File: src/design/i2cms_pkg.sv
// ----------------------------------------------------------------------------
// i2cms_pkg
// shared types and constants for the i2c master bit sequencer
// ----------------------------------------------------------------------------
package i2cms_pkg;

  localparam int unsigned CfgIndexW = 2;
  localparam int unsigned CfgDataW  = 8;

  localparam logic [7:0] DelayTicksReset   = 8'd10;
  localparam logic [7:0] AckPollLimitReset = 8'd100;

  localparam logic [3:0] BitsPerByte = 4'd8;

  typedef enum logic [CfgIndexW-1:0] {
    REG_DELAY_TICKS    = 2'd0,
    REG_ACK_POLL_LIMIT = 2'd1
  } reg_index_t;

  typedef enum logic [2:0] {
    CMD_START     = 3'd0,
    CMD_STOP      = 3'd1,
    CMD_WRITE     = 3'd2,
    CMD_READ      = 3'd3,
    CMD_ACK       = 3'd4,
    CMD_NACK      = 3'd5,
    CMD_CHECK_ACK = 3'd6
  } cmd_t;

  typedef enum logic [2:0] {
    PH_IDLE = 3'd0,
    PH_S1   = 3'd1,
    PH_S2   = 3'd2,
    PH_S3   = 3'd3,
    PH_S4   = 3'd4,
    PH_S5   = 3'd5
  } phase_t;

endpackage

File: src/design/i2c_master_bit_sequencer_unit.sv
// ----------------------------------------------------------------------------
// i2c_master_bit_sequencer_unit
// bit-banged i2c master pin sequencer, one bus tick per input word
// ----------------------------------------------------------------------------
//  channel  | handshake              | payload
//  ---------+------------------------+---------------------------------------
//  tick     | tick_valid/tick_ready  | cmd_valid cmd tx_byte sda_in
//  result   | result_valid/          | scl sda_out sda_drive busy_res
//           |   result_ready         |   done_res rx_byte no_ack rejected
//  cfg      | cfg_valid/cfg_ready    | cfg_index cfg_data
//
//  one tick word per clock while tick_ready is high; the sequencer state and the
//  result word are updated together in the cycle the tick is taken, so the
//  result appears in the cycle after acceptance.
//  tick_ready is low only while a result word waits and result_ready is low.
//  cfg_ready is always high.
//  reset puts the bus pins at idle (scl, sda high, sda driven) and the
//  delay and poll registers at 10 and 100.
// ----------------------------------------------------------------------------
module i2c_master_bit_sequencer_unit (
  input  logic       clk,
  input  logic       rst,
  input  logic       tick_valid,
  output logic       tick_ready,
  input  logic       cmd_valid,
  input  logic [2:0] cmd,
  input  logic [7:0] tx_byte,
  input  logic       sda_in,
  output logic       result_valid,
  input  logic       result_ready,
  output logic       scl,
  output logic       sda_out,
  output logic       sda_drive,
  output logic       busy_res,
  output logic       done_res,
  output logic [7:0] rx_byte,
  output logic       no_ack,
  output logic       rejected,
  input  logic       cfg_valid,
  output logic       cfg_ready,
  input  logic [i2cms_pkg::CfgIndexW-1:0] cfg_index,
  input  logic [i2cms_pkg::CfgDataW-1:0]  cfg_data
);

  logic [7:0] delay_ticks;
  logic [7:0] ack_poll_limit;

  i2cms_pkg::cmd_t   active_command, active_command_next;
  i2cms_pkg::phase_t phase, phase_next;
  logic [3:0] bit_index, bit_index_next;
  logic [7:0] delay_count, delay_count_next;
  logic [7:0] shift_byte, shift_byte_next;
  logic [7:0] poll_count, poll_count_next;
  logic       scl_level, scl_level_next;
  logic       sda_level, sda_level_next;
  logic       sda_output_mode, sda_output_mode_next;
  logic       ack_flag, ack_flag_next;
  logic [7:0] rx_last, rx_last_next;
  logic       done_flag, done_flag_next;
  logic       rej_flag, rej_flag_next;

  logic       take;
  logic [7:0] reload;
  logic [3:0] bit_inc;
  logic [7:0] poll_inc;

  assign tick_ready = !result_valid || result_ready;
  assign take       = tick_valid && tick_ready;
  assign cfg_ready  = 1'b1;
  assign reload     = (delay_ticks != 8'd0) ? delay_ticks - 8'd1 : 8'd0;

  // config registers
  always_ff @(posedge clk) begin
    if (rst) begin
      delay_ticks    <= i2cms_pkg::DelayTicksReset;
      ack_poll_limit <= i2cms_pkg::AckPollLimitReset;
    end else if (cfg_valid && cfg_ready) begin
      unique case (cfg_index)
        i2cms_pkg::REG_DELAY_TICKS:    delay_ticks    <= cfg_data;
        i2cms_pkg::REG_ACK_POLL_LIMIT: ack_poll_limit <= cfg_data;
        default: ;
      endcase
    end
  end

  // next state of the sequencer
  always_comb begin
    logic run;
    i2cms_pkg::cmd_t   c;
    i2cms_pkg::phase_t p;
    active_command_next  = active_command;
    phase_next           = phase;
    bit_index_next       = bit_index;
    delay_count_next     = delay_count;
    shift_byte_next      = shift_byte;
    poll_count_next      = poll_count;
    scl_level_next       = scl_level;
    sda_level_next       = sda_level;
    sda_output_mode_next = sda_output_mode;
    ack_flag_next        = ack_flag;
    rx_last_next         = rx_last;
    done_flag_next       = 1'b0;
    rej_flag_next        = 1'b0;
    run                  = 1'b0;
    bit_inc              = bit_index + 4'd1;
    poll_inc             = poll_count + 8'd1;

    if (phase == i2cms_pkg::PH_IDLE) begin
      if (cmd_valid && (cmd <= i2cms_pkg::CMD_CHECK_ACK)) begin
        active_command_next = i2cms_pkg::cmd_t'(cmd);
        phase_next          = i2cms_pkg::PH_S1;
        bit_index_next      = 4'd0;
        poll_count_next     = 8'd0;
        shift_byte_next     = (cmd == i2cms_pkg::CMD_WRITE) ? tx_byte : 8'd0;
        bit_inc             = 4'd1;
        poll_inc            = 8'd1;
        run                 = 1'b1;
      end
    end else begin
      rej_flag_next = cmd_valid;
      if (delay_count != 8'd0) begin
        delay_count_next = delay_count - 8'd1;
      end else begin
        run = 1'b1;
      end
    end

    c = active_command_next;
    p = phase_next;

    if (run) begin
      delay_count_next = reload;
      case (c)
        i2cms_pkg::CMD_START: begin
          if (p == i2cms_pkg::PH_S1) begin
            sda_output_mode_next = 1'b1;
            sda_level_next       = 1'b1;
            phase_next           = i2cms_pkg::PH_S2;
          end else if (p == i2cms_pkg::PH_S2) begin
            scl_level_next = 1'b1;
            phase_next     = i2cms_pkg::PH_S3;
          end else if (p == i2cms_pkg::PH_S3) begin
            sda_level_next = 1'b0;
            phase_next     = i2cms_pkg::PH_S4;
          end else if (p == i2cms_pkg::PH_S4) begin
            scl_level_next = 1'b0;
            phase_next     = i2cms_pkg::PH_S5;
          end else begin
            phase_next       = i2cms_pkg::PH_IDLE;
            delay_count_next = 8'd0;
            done_flag_next   = 1'b1;
          end
        end
        i2cms_pkg::CMD_STOP: begin
          if (p == i2cms_pkg::PH_S1) begin
            sda_output_mode_next = 1'b1;
            scl_level_next       = 1'b0;
            sda_level_next       = 1'b0;
            phase_next           = i2cms_pkg::PH_S2;
          end else if (p == i2cms_pkg::PH_S2) begin
            scl_level_next = 1'b1;
            phase_next     = i2cms_pkg::PH_S3;
          end else if (p == i2cms_pkg::PH_S3) begin
            sda_level_next = 1'b1;
            phase_next     = i2cms_pkg::PH_S4;
          end else begin
            phase_next       = i2cms_pkg::PH_IDLE;
            delay_count_next = 8'd0;
            done_flag_next   = 1'b1;
          end
        end
        i2cms_pkg::CMD_WRITE, i2cms_pkg::CMD_READ: begin
          if (p == i2cms_pkg::PH_S1) begin
            sda_output_mode_next = 1'b1;
            if (c == i2cms_pkg::CMD_WRITE) begin
              scl_level_next = 1'b0;
            end else begin
              sda_level_next = 1'b1;
            end
            phase_next = i2cms_pkg::PH_S2;
          end else if (p == i2cms_pkg::PH_S2) begin
            if (c == i2cms_pkg::CMD_WRITE) begin
              sda_level_next = shift_byte_next[7];
            end else begin
              sda_output_mode_next = 1'b0;
            end
            shift_byte_next = {shift_byte_next[6:0], 1'b0};
            scl_level_next  = 1'b1;
            phase_next      = i2cms_pkg::PH_S3;
          end else if (p == i2cms_pkg::PH_S3) begin
            if ((c == i2cms_pkg::CMD_READ) && sda_in) begin
              shift_byte_next = shift_byte_next | 8'h01;
            end
            scl_level_next = 1'b0;
            bit_index_next = bit_inc;
            phase_next     = (bit_inc < i2cms_pkg::BitsPerByte) ?
                             i2cms_pkg::PH_S2 : i2cms_pkg::PH_S4;
          end else begin
            if (c == i2cms_pkg::CMD_WRITE) begin
              sda_level_next = 1'b1;
            end else begin
              rx_last_next = shift_byte_next;
            end
            phase_next       = i2cms_pkg::PH_IDLE;
            delay_count_next = 8'd0;
            done_flag_next   = 1'b1;
          end
        end
        i2cms_pkg::CMD_ACK, i2cms_pkg::CMD_NACK: begin
          if (p == i2cms_pkg::PH_S1) begin
            sda_output_mode_next = 1'b1;
            scl_level_next       = 1'b0;
            sda_level_next       = (c == i2cms_pkg::CMD_NACK);
            phase_next           = i2cms_pkg::PH_S2;
          end else if (p == i2cms_pkg::PH_S2) begin
            scl_level_next = 1'b1;
            phase_next     = i2cms_pkg::PH_S3;
          end else begin
            scl_level_next   = 1'b0;
            phase_next       = i2cms_pkg::PH_IDLE;
            delay_count_next = 8'd0;
            done_flag_next   = 1'b1;
          end
        end
        default: begin
          if (p == i2cms_pkg::PH_S1) begin
            sda_output_mode_next = 1'b1;
            sda_level_next       = 1'b1;
            phase_next           = i2cms_pkg::PH_S2;
          end else if (p == i2cms_pkg::PH_S2) begin
            scl_level_next = 1'b1;
            phase_next     = i2cms_pkg::PH_S3;
          end else begin
            sda_output_mode_next = 1'b0;
            if (!sda_in) begin
              scl_level_next   = 1'b0;
              ack_flag_next    = 1'b0;
              phase_next       = i2cms_pkg::PH_IDLE;
              delay_count_next = 8'd0;
              done_flag_next   = 1'b1;
            end else begin
              poll_count_next = poll_inc;
              if (poll_inc >= ack_poll_limit) begin
                ack_flag_next    = 1'b1;
                phase_next       = i2cms_pkg::PH_IDLE;
                delay_count_next = 8'd0;
                done_flag_next   = 1'b1;
              end else begin
                phase_next       = i2cms_pkg::PH_S3;
                delay_count_next = 8'd0;
              end
            end
          end
        end
      endcase
    end
  end

  // result word
  always_comb begin
    scl       = scl_level;
    sda_out   = sda_level;
    sda_drive = sda_output_mode;
    busy_res  = (phase != i2cms_pkg::PH_IDLE);
    done_res  = done_flag;
    rx_byte   = rx_last;
    no_ack    = ack_flag;
    rejected  = rej_flag;
  end

  always_ff @(posedge clk) begin
    if (rst) begin
      result_valid    <= 1'b0;
      active_command  <= i2cms_pkg::CMD_START;
      phase           <= i2cms_pkg::PH_IDLE;
      bit_index       <= 4'd0;
      delay_count     <= 8'd0;
      shift_byte      <= 8'd0;
      poll_count      <= 8'd0;
      scl_level       <= 1'b1;
      sda_level       <= 1'b1;
      sda_output_mode <= 1'b1;
      ack_flag        <= 1'b0;
      rx_last         <= 8'd0;
      done_flag       <= 1'b0;
      rej_flag        <= 1'b0;
    end else begin
      if (take) begin
        result_valid    <= 1'b1;
        active_command  <= active_command_next;
        phase           <= phase_next;
        bit_index       <= bit_index_next;
        delay_count     <= delay_count_next;
        shift_byte      <= shift_byte_next;
        poll_count      <= poll_count_next;
        scl_level       <= scl_level_next;
        sda_level       <= sda_level_next;
        sda_output_mode <= sda_output_mode_next;
        ack_flag        <= ack_flag_next;
        rx_last         <= rx_last_next;
        done_flag       <= done_flag_next;
        rej_flag        <= rej_flag_next;
      end else if (result_ready) begin
        result_valid <= 1'b0;
      end
    end
  end

endmodule

File: config.mk
export PLATFORM = sky130hd
export DESIGN_NAME = i2c_master_bit_sequencer_unit
export DESIGN_NICKNAME = d
export VERILOG_FILES = /design/src/design/i2cms_pkg.sv /design/src/design/i2c_master_bit_sequencer_unit.sv
export SDC_FILE = /design/constraint.sdc
export NUM_CORES = 1
export LEC_CHECK = 0
export ABC_AREA = 1
export BUFFER_PORTS_ARGS = -buffer_cell sky130_fd_sc_hd__buf_2
export CAP_MARGIN = 0
export CORE_MARGIN = 3
export CORE_UTILIZATION = 40
export DETAILED_ROUTE_END_ITERATION = 10
export GPL_TIMING_DRIVEN = 0
export PLACE_DENSITY = 0.67
export SYNTH_ARGS = -nofsm -noshare
export SYNTH_HDL_FRONTEND = slang
export SYNTH_SLANG_ARGS = --single-unit
File: constraint.sdc
create_clock -name clk -period 2.1 [get_ports clk]
set_input_delay 0.105 -clock clk [delete_from_list [all_inputs] [get_ports clk]]
set_output_delay 0.105 -clock clk [all_outputs]
set_load 0.01 [all_outputs]
; Word-level counts from Yosys, hierarchy flattened
; Cells that the tools add are included.
; Widths: inputs -> output; s select.
[word_totals]
regBits = 65
inputBits = 28
[op_classes]
add_sub_neg = 4
magnitude_cmp = 3
eq_ne = 33
n_mux = 123
bitwise_logic = 5
reduce_logical = 27
[ops]
columns = cell, n
row1 = $mux 8, 29
row2 = $mux 1, 57
row3 = $mux 3, 16
row4 = $mux 4, 9
row5 = $ne 3x3->1 const B, 12
row6 = $pmux 8 s2, 1
row7 = $reduce_bool 8->1, 2
row8 = $sub 8x1->8 const B, 2
row9 = $eq 3x2->1 const B, 5
row10 = $mux 2, 6
row11 = $pmux 3 s4, 1
row12 = $reduce_and 6->1, 2
row13 = $reduce_and 11->1, 1
row14 = $reduce_and 10->1, 1
row15 = $eq 3x3->1 const B, 3
row16 = $add 8x1->8 const B, 1
row17 = $ge 8x8->1, 1
row18 = $ne 4x4->1 const B, 2
row19 = $pmux 1 s4, 2
row20 = $reduce_and 7->1, 1
row21 = $eq 3x1->1 const B, 2
row22 = $logic_not 3->1, 2
row23 = $ne 2x1->1 const B, 3
row24 = $ne 6x1->1 const B, 1
row25 = 23 further kinds, 33

; Longest topological paths before layout
; Gate-level depths: netlist (run 1).
[logic_depth]
word_depth = 12
ltp_mapped = 18

; Worst setup path after synthesis (run 1)
; No wires, ideal clock.
[synth_path]
path_type = register -> register
from = reg phase[1]
to = reg done_flag, in the netlist done_res
setup_time_ns = 0.132
arrival_ns = 2.074
required_ns = 1.968
setup_slack_ns = -0.106
stages_incl_launch_ff = 16
period_less_slack_ns = 2.206
cell_sequence = dfxtp_1 inv_2 nand3_4 inv_2 nand2_4 buf_2 o21ai_0 a21oi_1 ha_1 a21oi_1 o21a_1 nand4_1 nand2_1 nand2_1 nand3_1 a21oi_1
[synth_between]
elab_chain_len = 9
word_cells_on_any_way = 34
classes_between = 1 x order compare / 9 x eq/ne / 20 x mux / 4 x reduce/logical
[synth_rtl]
columns = element, line_no
row1 = "start, declared", i2c_master_bit_sequencer_unit.sv:49  ; i2cms_pkg::phase_t phase, phase_next;
row2 = "start signal, assigned", i2c_master_bit_sequencer_unit.sv:275  ; phase <= i2cms_pkg::PH_IDLE;
row3 = "start signal, assigned", i2c_master_bit_sequencer_unit.sv:291  ; phase <= phase_next;
row4 = $logic_not 3->1 / $mux 3 (equally long branches), "i2c_master_bit_sequencer_unit.sv:108, i2c_master_bit_sequencer_unit.sv:109"
row5 = $mux 8 / $mux 3 (equally long branches), i2c_master_bit_sequencer_unit.sv:108  ; if (phase == i2cms_pkg::PH_IDLE) begin
row6 = $ge 8x8->1 / $eq 3x3->1 (equally long branches), "i2c_master_bit_sequencer_unit.sv:243, i2c_master_bit_sequencer_unit.sv:145"
row7 = "$mux 1, on equally long branches", "i2c_master_bit_sequencer_unit.sv:243, i2c_master_bit_sequencer_unit.sv:145"
row8 = "$mux 1, on equally long branches", "i2c_master_bit_sequencer_unit.sv:235, i2c_master_bit_sequencer_unit.sv:142"
row9 = "$mux 1, on equally long branches", "i2c_master_bit_sequencer_unit.sv:230, i2c_master_bit_sequencer_unit.sv:139"
row10 = "$mux 1, on equally long branches", "i2c_master_bit_sequencer_unit.sv:226, i2c_master_bit_sequencer_unit.sv:135"
row11 = $pmux 1 s3, i2c_master_bit_sequencer_unit.sv:133  ; case (c)
row12 = $mux 1 (*), i2c_master_bit_sequencer_unit.sv:131  ; if (run) begin
row13 = "end signal, assigned", i2c_master_bit_sequencer_unit.sv:301  ; done_flag <= done_flag_next;
row14 = "end, declared", i2c_master_bit_sequencer_unit.sv:59  ; logic done_flag, done_flag_next;
; Mark *: on every way between the ends. The rest lies on a longest branch, timed or not.
; A chain may end at the register's enable or synchronous reset.

; Final worst setup path (run 1)
[layout_path]
from = reg poll_count[1]
to = reg done_flag, in the netlist done_res
[layout_between]
elab_chain_len = 10
[layout_rtl]
columns = element, line_no
row1 = "start, declared", i2c_master_bit_sequencer_unit.sv:53  ; logic [7:0] poll_count, poll_count_next;
row2 = "start signal, assigned", i2c_master_bit_sequencer_unit.sv:295  ; poll_count <= poll_count_next;
row3 = $add 8x1->8 (*), i2c_master_bit_sequencer_unit.sv:106  ; poll_inc = poll_count + 8'd1;
row4 = $mux 8, i2c_master_bit_sequencer_unit.sv:109  ; if (cmd_valid && (cmd <= i2cms_pkg::CMD_CHECK_ACK)) begin
row5 = $mux 8 (*), i2c_master_bit_sequencer_unit.sv:108
row6 = $ge 8x8->1 (*), i2c_master_bit_sequencer_unit.sv:243  ; if (poll_inc >= ack_poll_limit) begin
row7 = $mux 1 (*), i2c_master_bit_sequencer_unit.sv:243
row8 = $mux 1 (*), i2c_master_bit_sequencer_unit.sv:235  ; if (!sda_in) begin
row9 = $mux 1 (*), i2c_master_bit_sequencer_unit.sv:230  ; end else if (p == i2cms_pkg::PH_S2) begin
row10 = $mux 1 (*), i2c_master_bit_sequencer_unit.sv:226  ; if (p == i2cms_pkg::PH_S1) begin
row11 = $pmux 1 s3 (*), i2c_master_bit_sequencer_unit.sv:133
row12 = $mux 1 (*), i2c_master_bit_sequencer_unit.sv:131
; Marks and branches as above.

==> flow_metrics.env, run 1 <==
export IMPL_yosysWarningCount=0
export IMPL_ant_nets=0
export IMPL_synthesis_nets=637
export IMPL_crit_fanout=3
export IMPL_final_cell_mix="sky130_fd_sc_hd__nand2_1, sky130_fd_sc_hd__inv_1, sky130_fd_sc_hd__a21oi_1, sky130_fd_sc_hd__dfxtp_1, sky130_fd_sc_hd__nand3_1"
export IMPL_ys_ff_latch=65
export IMPL_die_width_um=106
export IMPL_fin_skew_ns=0.00978
export IMPL_synth_sequential_area_ratio=0.324
export IMPL_finalHoldViolations=0
export IMPL_synthesized_area_per_cell_um2=6.73
export IMPL_std_cell_rows=35
export IMPL_tns_ns=-0.560
export IMPL_critical_path_data_required_time_ns=2.31
export IMPL_setup_violators_final=4
export IMPL_tritoncts_clock_tree="done"
export IMPL_placeableCoreArea_um2=9500
export IMPL_final_net_count=730
export IMPL_path_clk_slew_ns=0.08
export IMPL_htree_levels=3
export IMPL_route_detailed_wl_per_inst_um=14.6
export IMPL_hold_path_class="in -> reg"
export IMPL_worst_setup_path_end_kind="flop"
export IMPL_syn_inst=596
export IMPL_grt_setup_unrepaired="true"
export IMPL_antenna_found_initial=0
export IMPL_detailedPlacementHpwl_um=8340
export IMPL_critPathKind="reg -> reg"
export IMPL_clock_insertion_delay_worst_skew_ns=0.35
export IMPL_ctsRootBufferMaster="sky130_fd_sc_hd__clkbuf_8"
export IMPL_top_level_ports=46
export IMPL_netlist_area_um2=4010
export IMPL_grt_max_degree=17
export IMPL_cts_inserted_buffers=9
export IMPL_globalRouteTotalUtil=0.207
export IMPL_place_congestion=0.943
export IMPL_worst_hold_slack_across_all_endpoints_ns=0.000587
export IMPL_die_height_um=106
export IMPL_grt_first_pass_wirelength_um=18800
export IMPL_routed_wirelength_um=12000
export IMPL_timing_final_crit_share=1.08
export IMPL_fp_dieArea_um2=11300
export IMPL_netlist_area_leader_share=0.324
export IMPL_detailroute_via_count=4311
export IMPL_post_drt_via_cell_ratio=5.24
export IMPL_leakage_uw=0.00219
export IMPL_irDropWorstVdd_mv=0.481
export IMPL_cts_sink_count=65
export IMPL_final_cells=823
export IMPL_via_count_of_the_first_global_routing_pass=3958
export IMPL_fin_crit_ns=2.27
export IMPL_timing_critical_path_from_type="flop"
export IMPL_cts_root_to_sink_buffers=2
export IMPL_drc_errors=0
export IMPL_dr_first_iter_drc_count=256
export IMPL_power_density_nw_per_um2=803
export IMPL_num_antenna_cells=0
export IMPL_post_route_cells_drive_above_1_share=0.256
export IMPL_start_util=0.422
export IMPL_final_fill_count=892
export IMPL_run_status="finished with violations"
export IMPL_violations="setup timing"
export IMPL_synth_area_leaders="sky130_fd_sc_hd__dfxtp_1, sky130_fd_sc_hd__nand2_1, sky130_fd_sc_hd__a21oi_1, sky130_fd_sc_hd__inv_1, sky130_fd_sc_hd__nand3_1"
export IMPL_layout_area_overhead_vs_synth_pct=28.4
export IMPL_grt_overflow=0
export IMPL_tightest_slew_ns=1.15
export IMPL_max_cap_viol_count=0
export IMPL_placed_cells=768
export IMPL_io_buf_count=43
export IMPL_slew_headroom=0.228
export IMPL_layout_cells_most_common="sky130_fd_sc_hd__nand2_1"
export IMPL_slew_violations=0
export IMPL_fmax_mhz=441
export IMPL_firstDrtPassIters=7
export IMPL_post_synth_top_area_cell="sky130_fd_sc_hd__dfxtp_1"
export IMPL_synth_distinct_cells=38
export IMPL_setup_slack_ns=-0.167
export IMPL_worstPathArrival_ns=2.48
logic make-up (layout without fill, tap and decap cells):
kind of cell,count (synthesis),in the layout,share of synthesized area
flops,65,65,0.324
xor+xnor,9,9,0.0196
simple gates,254,254,0.306
other cells,1,1,0.000934
buf+inv,96,194,0.0960
compound gates,158,158,0.212
fa+ha+maj,13,13,0.0405
per-stage QoR:
stage           util  instance area, um2  setup slack (ns)  power [uW]
5_1_grt        0.542                5150            -0.302        4370
2_1_floorplan      -                4030          -0.00506        2350
3_3_place_gp   0.463                4400            -0.374        2650
6_report       0.542                5150            -0.167        4140
3_5_place_dp   0.463                4400            -0.397        2670
4_1_cts        0.511                4850            -0.139        3920
metal layers:
metal | part of all wire | up-vias | wire length, um | global-route usage
li1 | - | 2183 | - | -
met1 | 0.45 | 1992 | 5370 | 0.277
met2 | 0.48 | 122 | 5750 | 0.335
met3 | 0.060 | 14 | 723 | 0.0413
met4 | 0.015 | 0 | 184 | 0.0620
met5 | 0 | - | 0 | 0
sequential cells by signal (all words and copies together), names as in the netlist, 3 cells and up:
name / flops
poll_count: 8
delay_ticks: 8
ack_poll_limit: 8
delay_count: 8
phase: 3
active_command: 3
rx_byte: 8
shift_byte: 8
bit_index: 4
worst max-delay path, stage by stage, from the launching register on:
cell and delay, ns:
sky130_fd_sc_hd__dfxtp_4 0.37, sky130_fd_sc_hd__ha_4 0.16, sky130_fd_sc_hd__nand3_2 0.08, sky130_fd_sc_hd__nor2_4 0.04, sky130_fd_sc_hd__inv_1 0.09, sky130_fd_sc_hd__buf_4 0.11
sky130_fd_sc_hd__nand2_1 0.05, sky130_fd_sc_hd__nor2_1 0.19, sky130_fd_sc_hd__ha_1 0.29, sky130_fd_sc_hd__nand2_1 0.08, sky130_fd_sc_hd__nor2_2 0.04, sky130_fd_sc_hd__nand4_1 0.06
sky130_fd_sc_hd__nand4_1 0.23, sky130_fd_sc_hd__nand2_1 0.14, sky130_fd_sc_hd__nand2_2 0.07, sky130_fd_sc_hd__nand3_2 0.08, sky130_fd_sc_hd__a21oi_2 0.05
final timing paths:
kind / startpoint / cells after the start / slack (ns) / to
setup / recovery: poll_count[1] / 16 / -0.17 / done_res
hold reg to reg: shift_byte[2] / 2 / 0.47 / shift_byte[2]
hold / removal: cfg_data[2] / 3 / 0.0006 / ack_poll_limit[2]
setup reg to reg: poll_count[1] / 16 / -0.17 / done_res
final cells by class:
| class | count | area (um2) | area share |
|---|---|---|---|
| buffer | 15 | 104 | 0.0201 |
| clock buffer | 9 | 124 | 0.0240 |
| clock inverter | 7 | 95.1 | 0.0184 |
| inverter | 80 | 318 | 0.0617 |
| multi-input combinational | 435 | 2510 | 0.487 |
| sequential | 65 | 1320 | 0.256 |
| tap | 129 | 161 | 0.0313 |
| timing repair buffer | 83 | 524 | 0.102 |
cells in the mapped netlist:
master / number
sky130_fd_sc_hd__nor2_1: 53
sky130_fd_sc_hd__inv_2: 7
sky130_fd_sc_hd__nor2_4: 7
sky130_fd_sc_hd__o31a_1: 1
sky130_fd_sc_hd__nor3_1: 7
sky130_fd_sc_hd__nor2_2: 2
sky130_fd_sc_hd__buf_6: 1
sky130_fd_sc_hd__a21oi_2: 1
sky130_fd_sc_hd__xnor2_1: 4
sky130_fd_sc_hd__conb_1: 1
sky130_fd_sc_hd__buf_2: 4
sky130_fd_sc_hd__o21ai_2: 2
sky130_fd_sc_hd__o211ai_1: 11
sky130_fd_sc_hd__o21bai_2: 1
sky130_fd_sc_hd__o21bai_1: 1
sky130_fd_sc_hd__clkbuf_1: 8
sky130_fd_sc_hd__o211a_1: 1
sky130_fd_sc_hd__xor2_1: 5
sky130_fd_sc_hd__nand2_4: 4
sky130_fd_sc_hd__nand3_1: 53
sky130_fd_sc_hd__or2_2: 2
sky130_fd_sc_hd__nand3_2: 3
sky130_fd_sc_hd__nand2_1: 99
sky130_fd_sc_hd__nand3b_1: 3
sky130_fd_sc_hd__clkinv_2: 1
sky130_fd_sc_hd__o21ai_1: 18
sky130_fd_sc_hd__o21ai_0: 49
sky130_fd_sc_hd__dfxtp_1: 65
sky130_fd_sc_hd__nand4_1: 10
sky130_fd_sc_hd__nand2_2: 8
sky130_fd_sc_hd__nor3_2: 1
sky130_fd_sc_hd__a21oi_1: 70
sky130_fd_sc_hd__nand3_4: 2
sky130_fd_sc_hd__inv_1: 72
sky130_fd_sc_hd__o21a_1: 1
sky130_fd_sc_hd__buf_4: 3
sky130_fd_sc_hd__a31oi_1: 2
sky130_fd_sc_hd__ha_1: 13
where the power goes:
| part | internal (uW) | switching [uW] | total (uW) | leakage, uW |
|---|---|---|---|---|
| sequential | 1330 | 84.5 | 1410 | 0.000534 |
| combinational | 575 | 963 | 1540 | 0.00155 |
| clock | 668 | 524 | 1190 | 0.000109 |
what timing repair did:
action                                  CTS  global route
hold buffers                              3             0
buffers inserted                         14            23
hold endpoints to repair                  3             0
pin swaps                                18            20
endpoints found under the setup margin    4            24
resized for setup                        31            33
No activity file was read; power rests on OpenSTA's default activity.
==> run 2: changes to the inputs <==
--- a/config.mk
+++ b/config.mk
@@ -9,10 +9,11 @@
 export BUFFER_PORTS_ARGS = -buffer_cell sky130_fd_sc_hd__buf_2
 export CAP_MARGIN = 0
 export CORE_MARGIN = 3
-export CORE_UTILIZATION = 40
+export CORE_UTILIZATION = 48
+export CTS_CLUSTER_SIZE = 20
 export DETAILED_ROUTE_END_ITERATION = 10
 export GPL_TIMING_DRIVEN = 0
-export PLACE_DENSITY = 0.67
+export PLACE_DENSITY = 0.77
 export SYNTH_ARGS = -nofsm -noshare
 export SYNTH_HDL_FRONTEND = slang
 export SYNTH_SLANG_ARGS = --single-unit
==> run 2 against run 1 <==
Effect of this change: the run still ends with setup timing left; register-to-register slack worse by 0.05 ns; worst setup slack got worse by 0.055 ns; fmax down 2.4%; first-iteration DRC count up 14%; critical path depth fell by 2; global-route usage increased by 3.3 points; utilization up 10 points; sequential cell count is the same; final area down 1.2%; critical endpoint unchanged; largest cell class unchanged.
==> flow_metrics.env, run 2 (synthesized netlist as in run 1, its figures left out) <==
export IMPL_run_status="finished with violations"
export IMPL_violations="setup timing"
export IMPL_io_buf_count=43
export IMPL_path_clk_slew_ns=0.07
export IMPL_cts_sink_count=65
export IMPL_grt_overflow=0
export IMPL_fp_dieArea_um2=9500
export IMPL_hold_start="cfg_data[2]"
export IMPL_num_antenna_cells=0
export IMPL_rr_startpoint="poll_count[1]"
export IMPL_htree_levels=3
export IMPL_max_cap_viol_count=0
export IMPL_worst_setup_path_end_kind="flop"
export IMPL_power_total_uw=3940
export IMPL_final_cell_mix="sky130_fd_sc_hd__nand2_1, sky130_fd_sc_hd__inv_1, sky130_fd_sc_hd__a21oi_1, sky130_fd_sc_hd__dfxtp_1, sky130_fd_sc_hd__nand3_1"
export IMPL_dr_first_iter_drc_count=291
export IMPL_tightest_slew_ns=1.24
export IMPL_timing_final_crit_share=1.11
export IMPL_setup_slack_ns=-0.222
export IMPL_die_width_um=97.4
export IMPL_p_switching_uw=1520
export IMPL_power_density_nw_per_um2=774
export IMPL_grt_max_degree=17
export IMPL_worstPathArrival_ns=2.54
export IMPL_grt_first_pass_wirelength_um=18800
export IMPL_critical_path_data_required_time_ns=2.31
export IMPL_top_level_ports=46
export IMPL_power_internal_uw=2430
export IMPL_detailedPlacementHpwl_um=7910
export IMPL_placed_cells=741
export IMPL_fmax_mhz=431
export IMPL_worst_path_cell_chain="nand3_4 -> nor2_4 -> nand3_4 -> nor2_4 -> o21ai_4 -> a21oi_4 -> ha_4 -> a21oi_2 -> o21a_1 -> nand4_1 -> nand2_1 -> nand2_1 -> nand3_1 -> a21oi_1"
export IMPL_timing_reg2reg_worst_path_depth=14
export IMPL_final_fill_count=706
export IMPL_grt_setup_unrepaired="true"
export IMPL_detailroute_via_count=4466
export IMPL_irDropWorstVdd_mv=0.405
export IMPL_std_cell_rows=32
export IMPL_clock_insertion_delay_worst_skew_ns=0.35
export IMPL_cts_inserted_buffers=9
export IMPL_layout_area_overhead_vs_synth_pct=26.9
export IMPL_share_comb_of_total_power=0.384
export IMPL_preCtsSetupSlack_ns=-0.436
export IMPL_slew_headroom=0.169
export IMPL_ant_nets=0
export IMPL_seq_power_share=0.357
export IMPL_power_share_clock=0.259
export IMPL_place_congestion=0.940
export IMPL_crit_fanout=3
export IMPL_antenna_found_initial=0
export IMPL_routed_wirelength_um=12000
export IMPL_setup_violators_final=4
export IMPL_final_cells=789
export IMPL_slew_violations=0
export IMPL_cpMaxStageDelayCell="sky130_fd_sc_hd__dfxtp_4"
export IMPL_p_sw_frac=0.384
export IMPL_layout_cells_most_common="sky130_fd_sc_hd__nand2_1"
export IMPL_tns_ns=-0.712
export IMPL_cts_root_to_sink_buffers=2
export IMPL_drc_errors=0
export IMPL_placeableCoreArea_um2=7930
export IMPL_firstDrtPassIters=6
export IMPL_critPathKind="reg -> reg"
export IMPL_tritoncts_clock_tree="done"
export IMPL_die_height_um=97.4
export IMPL_timing_critical_path_from_type="flop"
export IMPL_start_util=0.506
export IMPL_final_core_util=0.643
export IMPL_hold_path_cell_count=3
export IMPL_globalRouteTotalUtil=0.240
export IMPL_leakage_uw=0.00217
export IMPL_ctsRootBufferMaster="sky130_fd_sc_hd__clkbuf_8"
export IMPL_post_drt_via_cell_ratio=5.66
export IMPL_crit_path_start="poll_count[1]"
export IMPL_post_route_cells_drive_above_1_share=0.253
export IMPL_cp_slowest_stage_delay_ns=0.38
export IMPL_fin_crit_ns=2.32
export IMPL_via_count_of_the_first_global_routing_pass=3979
export IMPL_finalHoldViolations=0
export IMPL_final_net_count=724
export IMPL_route_detailed_wl_per_inst_um=15.2
export IMPL_hold_path_class="in -> reg"
export IMPL_fin_skew_ns=0.00572
run 2: changes by cell type in the layout (fill, tap and decap cells not counted), sizes merged:
cell         change
clkinv           -1
dlygate4sd3      -1
clkinvlp         -1
buf              -4
bufinv           -1
clkbuf           +1
run 2: through the flow:
stage	hold WS (ns)	instance area, um2
floorplan	0.235	4030
global placement	0.344	4370
detailed placement	0.347	4370
CTS	0.00720	4850
global route	0.0132	5090
finish	0.00540	5090
run 2: what timing repair did:
item / CTS / global route
hold buffers: 2 / 0
endpoints found under the setup margin: 4 / 26
pin swaps: 25 / 22
cloned: 0 / 0
gates resized for setup: 43 / 30
buffers inserted: 20 / 13
endpoints found under the hold margin: 2 / 0
run 2: cell type report:
cell class / instances / area (um2) / area share
well taps: 102 / 128 / 0.0250
plain buffers: 15 / 98.8 / 0.0194
flip-flops and latches: 65 / 1330 / 0.260
inverters: 80 / 313 / 0.0614
multi-input cells: 435 / 2560 / 0.502
clock inverters: 4 / 45.0 / 0.00884
repair buffers: 77 / 495 / 0.0972
clock buffers: 11 / 131 / 0.0258
run 2: power by group through the flow:
stage	registers [uW]	clock network, uW	logic [uW]
after global placement	1420	0	1220
after floorplan	1420	0	933
after CTS	1400	1020	1330
after global routing	1420	1090	1660
after detailed placement	1420	0	1240
final	1410	1020	1520
run 2: path summary, 6_finish.rpt:
kind	end	slack, ns
max reg2reg	done_res	-0.22
min	ack_poll_limit[2]	0.005
min reg2reg	sda_drive	0.46
max	done_res	-0.22
run 2: worst max-delay path, delay by kind of cell, from the launching register on:
family | cells | cell delay [ns]
AND/OR/NAND/NOR | 8 | 0.98
AO/OA/AOI/OAI | 5 | 0.60
flip-flops | 1 | 0.38
adder cells (fa/ha/maj) | 1 | 0.23
run 2: metal layers:
metal  vias to the layer above  global-route usage  part of all wire  routed length (um)
li1                       2169                   -                 -                   -
met1                      2061               0.302              0.41                4950
met2                       193               0.404              0.49                5860
met3                        43              0.0459             0.066                 797
met4                         0              0.0937             0.035                 417
met5                         -                   0                 0                   0
==> run 3: changes to the inputs <==
--- a/config.mk
+++ b/config.mk
@@ -8,12 +8,13 @@
 export ABC_AREA = 1
 export BUFFER_PORTS_ARGS = -buffer_cell sky130_fd_sc_hd__buf_2
 export CAP_MARGIN = 0
+export CORE_ASPECT_RATIO = 1.75
 export CORE_MARGIN = 3
 export CORE_UTILIZATION = 48
 export CTS_CLUSTER_SIZE = 20
 export DETAILED_ROUTE_END_ITERATION = 10
-export GPL_TIMING_DRIVEN = 0
-export PLACE_DENSITY = 0.77
+export GPL_TIMING_DRIVEN = 1
+export PLACE_DENSITY = 0.8
 export SYNTH_ARGS = -nofsm -noshare
 export SYNTH_HDL_FRONTEND = slang
 export SYNTH_SLANG_ARGS = --single-unit
==> run 3 against run 2 <==
Effect of this change: the flow still finishes with violations (setup timing); power increased by 19%; fmax increased by 4.6%; critical path depth increased by 1; final cell count increased by 0.51%; register-to-register slack improved by 0.10 ns; worst setup slack improved by 0.10 ns; final area increased by 6.0%; non-clock buffer count increased by 16; worst hold slack improved by 0.0057 ns; clock power increased by 57%; utilization increased by 3.1 points; largest cell class unchanged; largest power group unchanged.
==> flow_metrics.env, run 3 (synthesized netlist as in run 1, its figures left out) <==
export IMPL_run_status="finished with violations"
export IMPL_violations="setup timing"
export IMPL_worst_path_dominant_cell_family="simple AND/OR/NAND/NOR gates"
export IMPL_irDropWorstVdd_mv=0.582
export IMPL_cts_root_to_sink_buffers=2
export IMPL_detailedPlacementHpwl_um=8380
export IMPL_finish_instance_area_um2=5400
export IMPL_fp_dieArea_um2=9540
export IMPL_path_clk_slew_ns=0.05
export IMPL_firstDrtPassIters=5
export IMPL_place_congestion=0.942
export IMPL_fmax_mhz=450
export IMPL_layout_cells_most_common="sky130_fd_sc_hd__nand2_1"
export IMPL_cpMaxStageDelayCell="sky130_fd_sc_hd__dfxtp_4"
export IMPL_clock_insertion_delay_worst_skew_ns=0.34
export IMPL_cts_sink_count=65
export IMPL_ant_nets=0
export IMPL_dr_first_iter_drc_count=258
export IMPL_placeableCoreArea_um2=8020
export IMPL_cts_inserted_buffers=9
export IMPL_final_core_util=0.673
export IMPL_cp_slowest_stage_delay_ns=0.38
export IMPL_final_net_count=741
export IMPL_grt_first_pass_wirelength_um=18800
export IMPL_setup_violators_final=4
export IMPL_worst_hold_slack_across_all_endpoints_ns=0.0111
export IMPL_fin_crit_ns=2.22
export IMPL_detailroute_via_count=4492
export IMPL_fin_skew_ns=0.00651
export IMPL_num_antenna_cells=0
export IMPL_die_width_um=75.1
export IMPL_timing_final_crit_share=1.06
export IMPL_final_fill_count=619
export IMPL_antenna_found_initial=0
export IMPL_die_height_um=127
export IMPL_start_util=0.501
export IMPL_routed_wirelength_um=12300
export IMPL_final_cell_mix="sky130_fd_sc_hd__nand2_1, sky130_fd_sc_hd__inv_1, sky130_fd_sc_hd__a21oi_1, sky130_fd_sc_hd__dfxtp_1, sky130_fd_sc_hd__buf_4"
export IMPL_setup_slack_ns=-0.120
export IMPL_grt_setup_unrepaired="true"
export IMPL_std_cell_rows=43
export IMPL_timing_critical_path_from_type="flop"
export IMPL_preCtsSetupSlack_ns=-0.203
export IMPL_grt_overflow=0
export IMPL_critical_path_data_required_time_ns=2.37
export IMPL_route_detailed_wl_per_inst_um=15.5
export IMPL_via_count_of_the_first_global_routing_pass=4230
export IMPL_io_buf_count=44
export IMPL_crit_fanout=3
export IMPL_place_area_um2=4580
export IMPL_tritoncts_clock_tree="done"
export IMPL_power_density_nw_per_um2=870
export IMPL_max_cap_viol_count=0
export IMPL_drc_errors=0
export IMPL_post_drt_via_cell_ratio=5.66
export IMPL_critPathKind="reg -> reg"
export IMPL_ctsRootBufferMaster="sky130_fd_sc_hd__clkbuf_16"
export IMPL_htree_levels=3
export IMPL_register_to_register_setup_slack_ns=-0.12
export IMPL_leakage_uw=0.00236
export IMPL_top_level_ports=46
export IMPL_grt_max_degree=38
export IMPL_worst_path_cell_chain="nand3_4 -> nor2_4 -> nand3_2 -> nor2_4 -> buf_4 -> a21oi_4 -> ha_4 -> nand2_2 -> nor2_2 -> nand4_1 -> nand4_1 -> nand2_1 -> nand2_2 -> nand3_2 -> a21oi_2"
export IMPL_finalHoldViolations=0
export IMPL_slew_violations=0
export IMPL_layout_area_overhead_vs_synth_pct=34.5
export IMPL_tns_ns=-0.299
export IMPL_cp_buffers_inverters=1
export IMPL_globalRouteTotalUtil=0.252
export IMPL_worstPathArrival_ns=2.49
export IMPL_hold_path_class="in -> reg"
export IMPL_post_route_cells_drive_above_1_share=0.292
export IMPL_worst_setup_path_end_kind="flop"
## run 3: cell count changes in the layout (fill, tap and decap cells not counted), moves of 4 or more
| cell | change |
|---|---|
| sky130_fd_sc_hd__buf_4 | +27 |
| sky130_fd_sc_hd__clkbuf_1 | -10 |
| sky130_fd_sc_hd__clkbuf_8 | -7 |
| sky130_fd_sc_hd__dfxtp_4 | -4 |
| sky130_fd_sc_hd__clkbuf_16 | +9 |
## run 3: metal layers
| layer | global-route usage | part of all wire |
|---|---|---|
| met3 | 0.0488 | 0.049 |
| met1 | 0.265 | 0.36 |
| met2 | 0.437 | 0.53 |
| met5 | 0 | 0 |
| met4 | 0.165 | 0.058 |
## run 3: tightest hold or removal path: cells and delay by family
family          cells  cell delay (ns)
buf+inv             1             0.09
simple gates        1             0.05
compound gates      1             0.06
## run 3: final timing paths
check           startpoint                 to  cells past startpoint
min reg2reg         no_ack             no_ack                      2
max reg2reg  poll_count[0]           done_res                     15
min            cfg_data[5]  ack_poll_limit[5]                      3
max          poll_count[0]           done_res                     15
## run 3: per-stage QoR
step                cells  total power [uW]
floorplan             596              2350
global placement      753              2780
detailed placement    753              2820
CTS                   774              4440
global route          793              4930
finish                793              4700
## run 3: layout make-up
class	count	area (um2)	share of cell area
clock buffer	11	253	0.0468
clock inverter	3	65.1	0.0121
inverter	80	304	0.0563
multi-input combinational	436	2600	0.481
sequential	65	1310	0.243
tap	90	113	0.0209
timing repair buffer	108	753	0.140
## run 3: timing repair
item	in CTS	in global routing
hold buffers	0	0
endpoints found under the setup margin	4	36
gates cloned	0	1
endpoints found under the hold margin	0	0
pin swaps	22	25
buffers inserted	7	19
resized for setup	24	51
## run 3: power by group
part,internal (uW),switching [uW],total (uW)
Clock,1090,516,1600
Combinational,654,1050,1700
Sequential,1330,67.5,1400
Total,3070,1630,4700
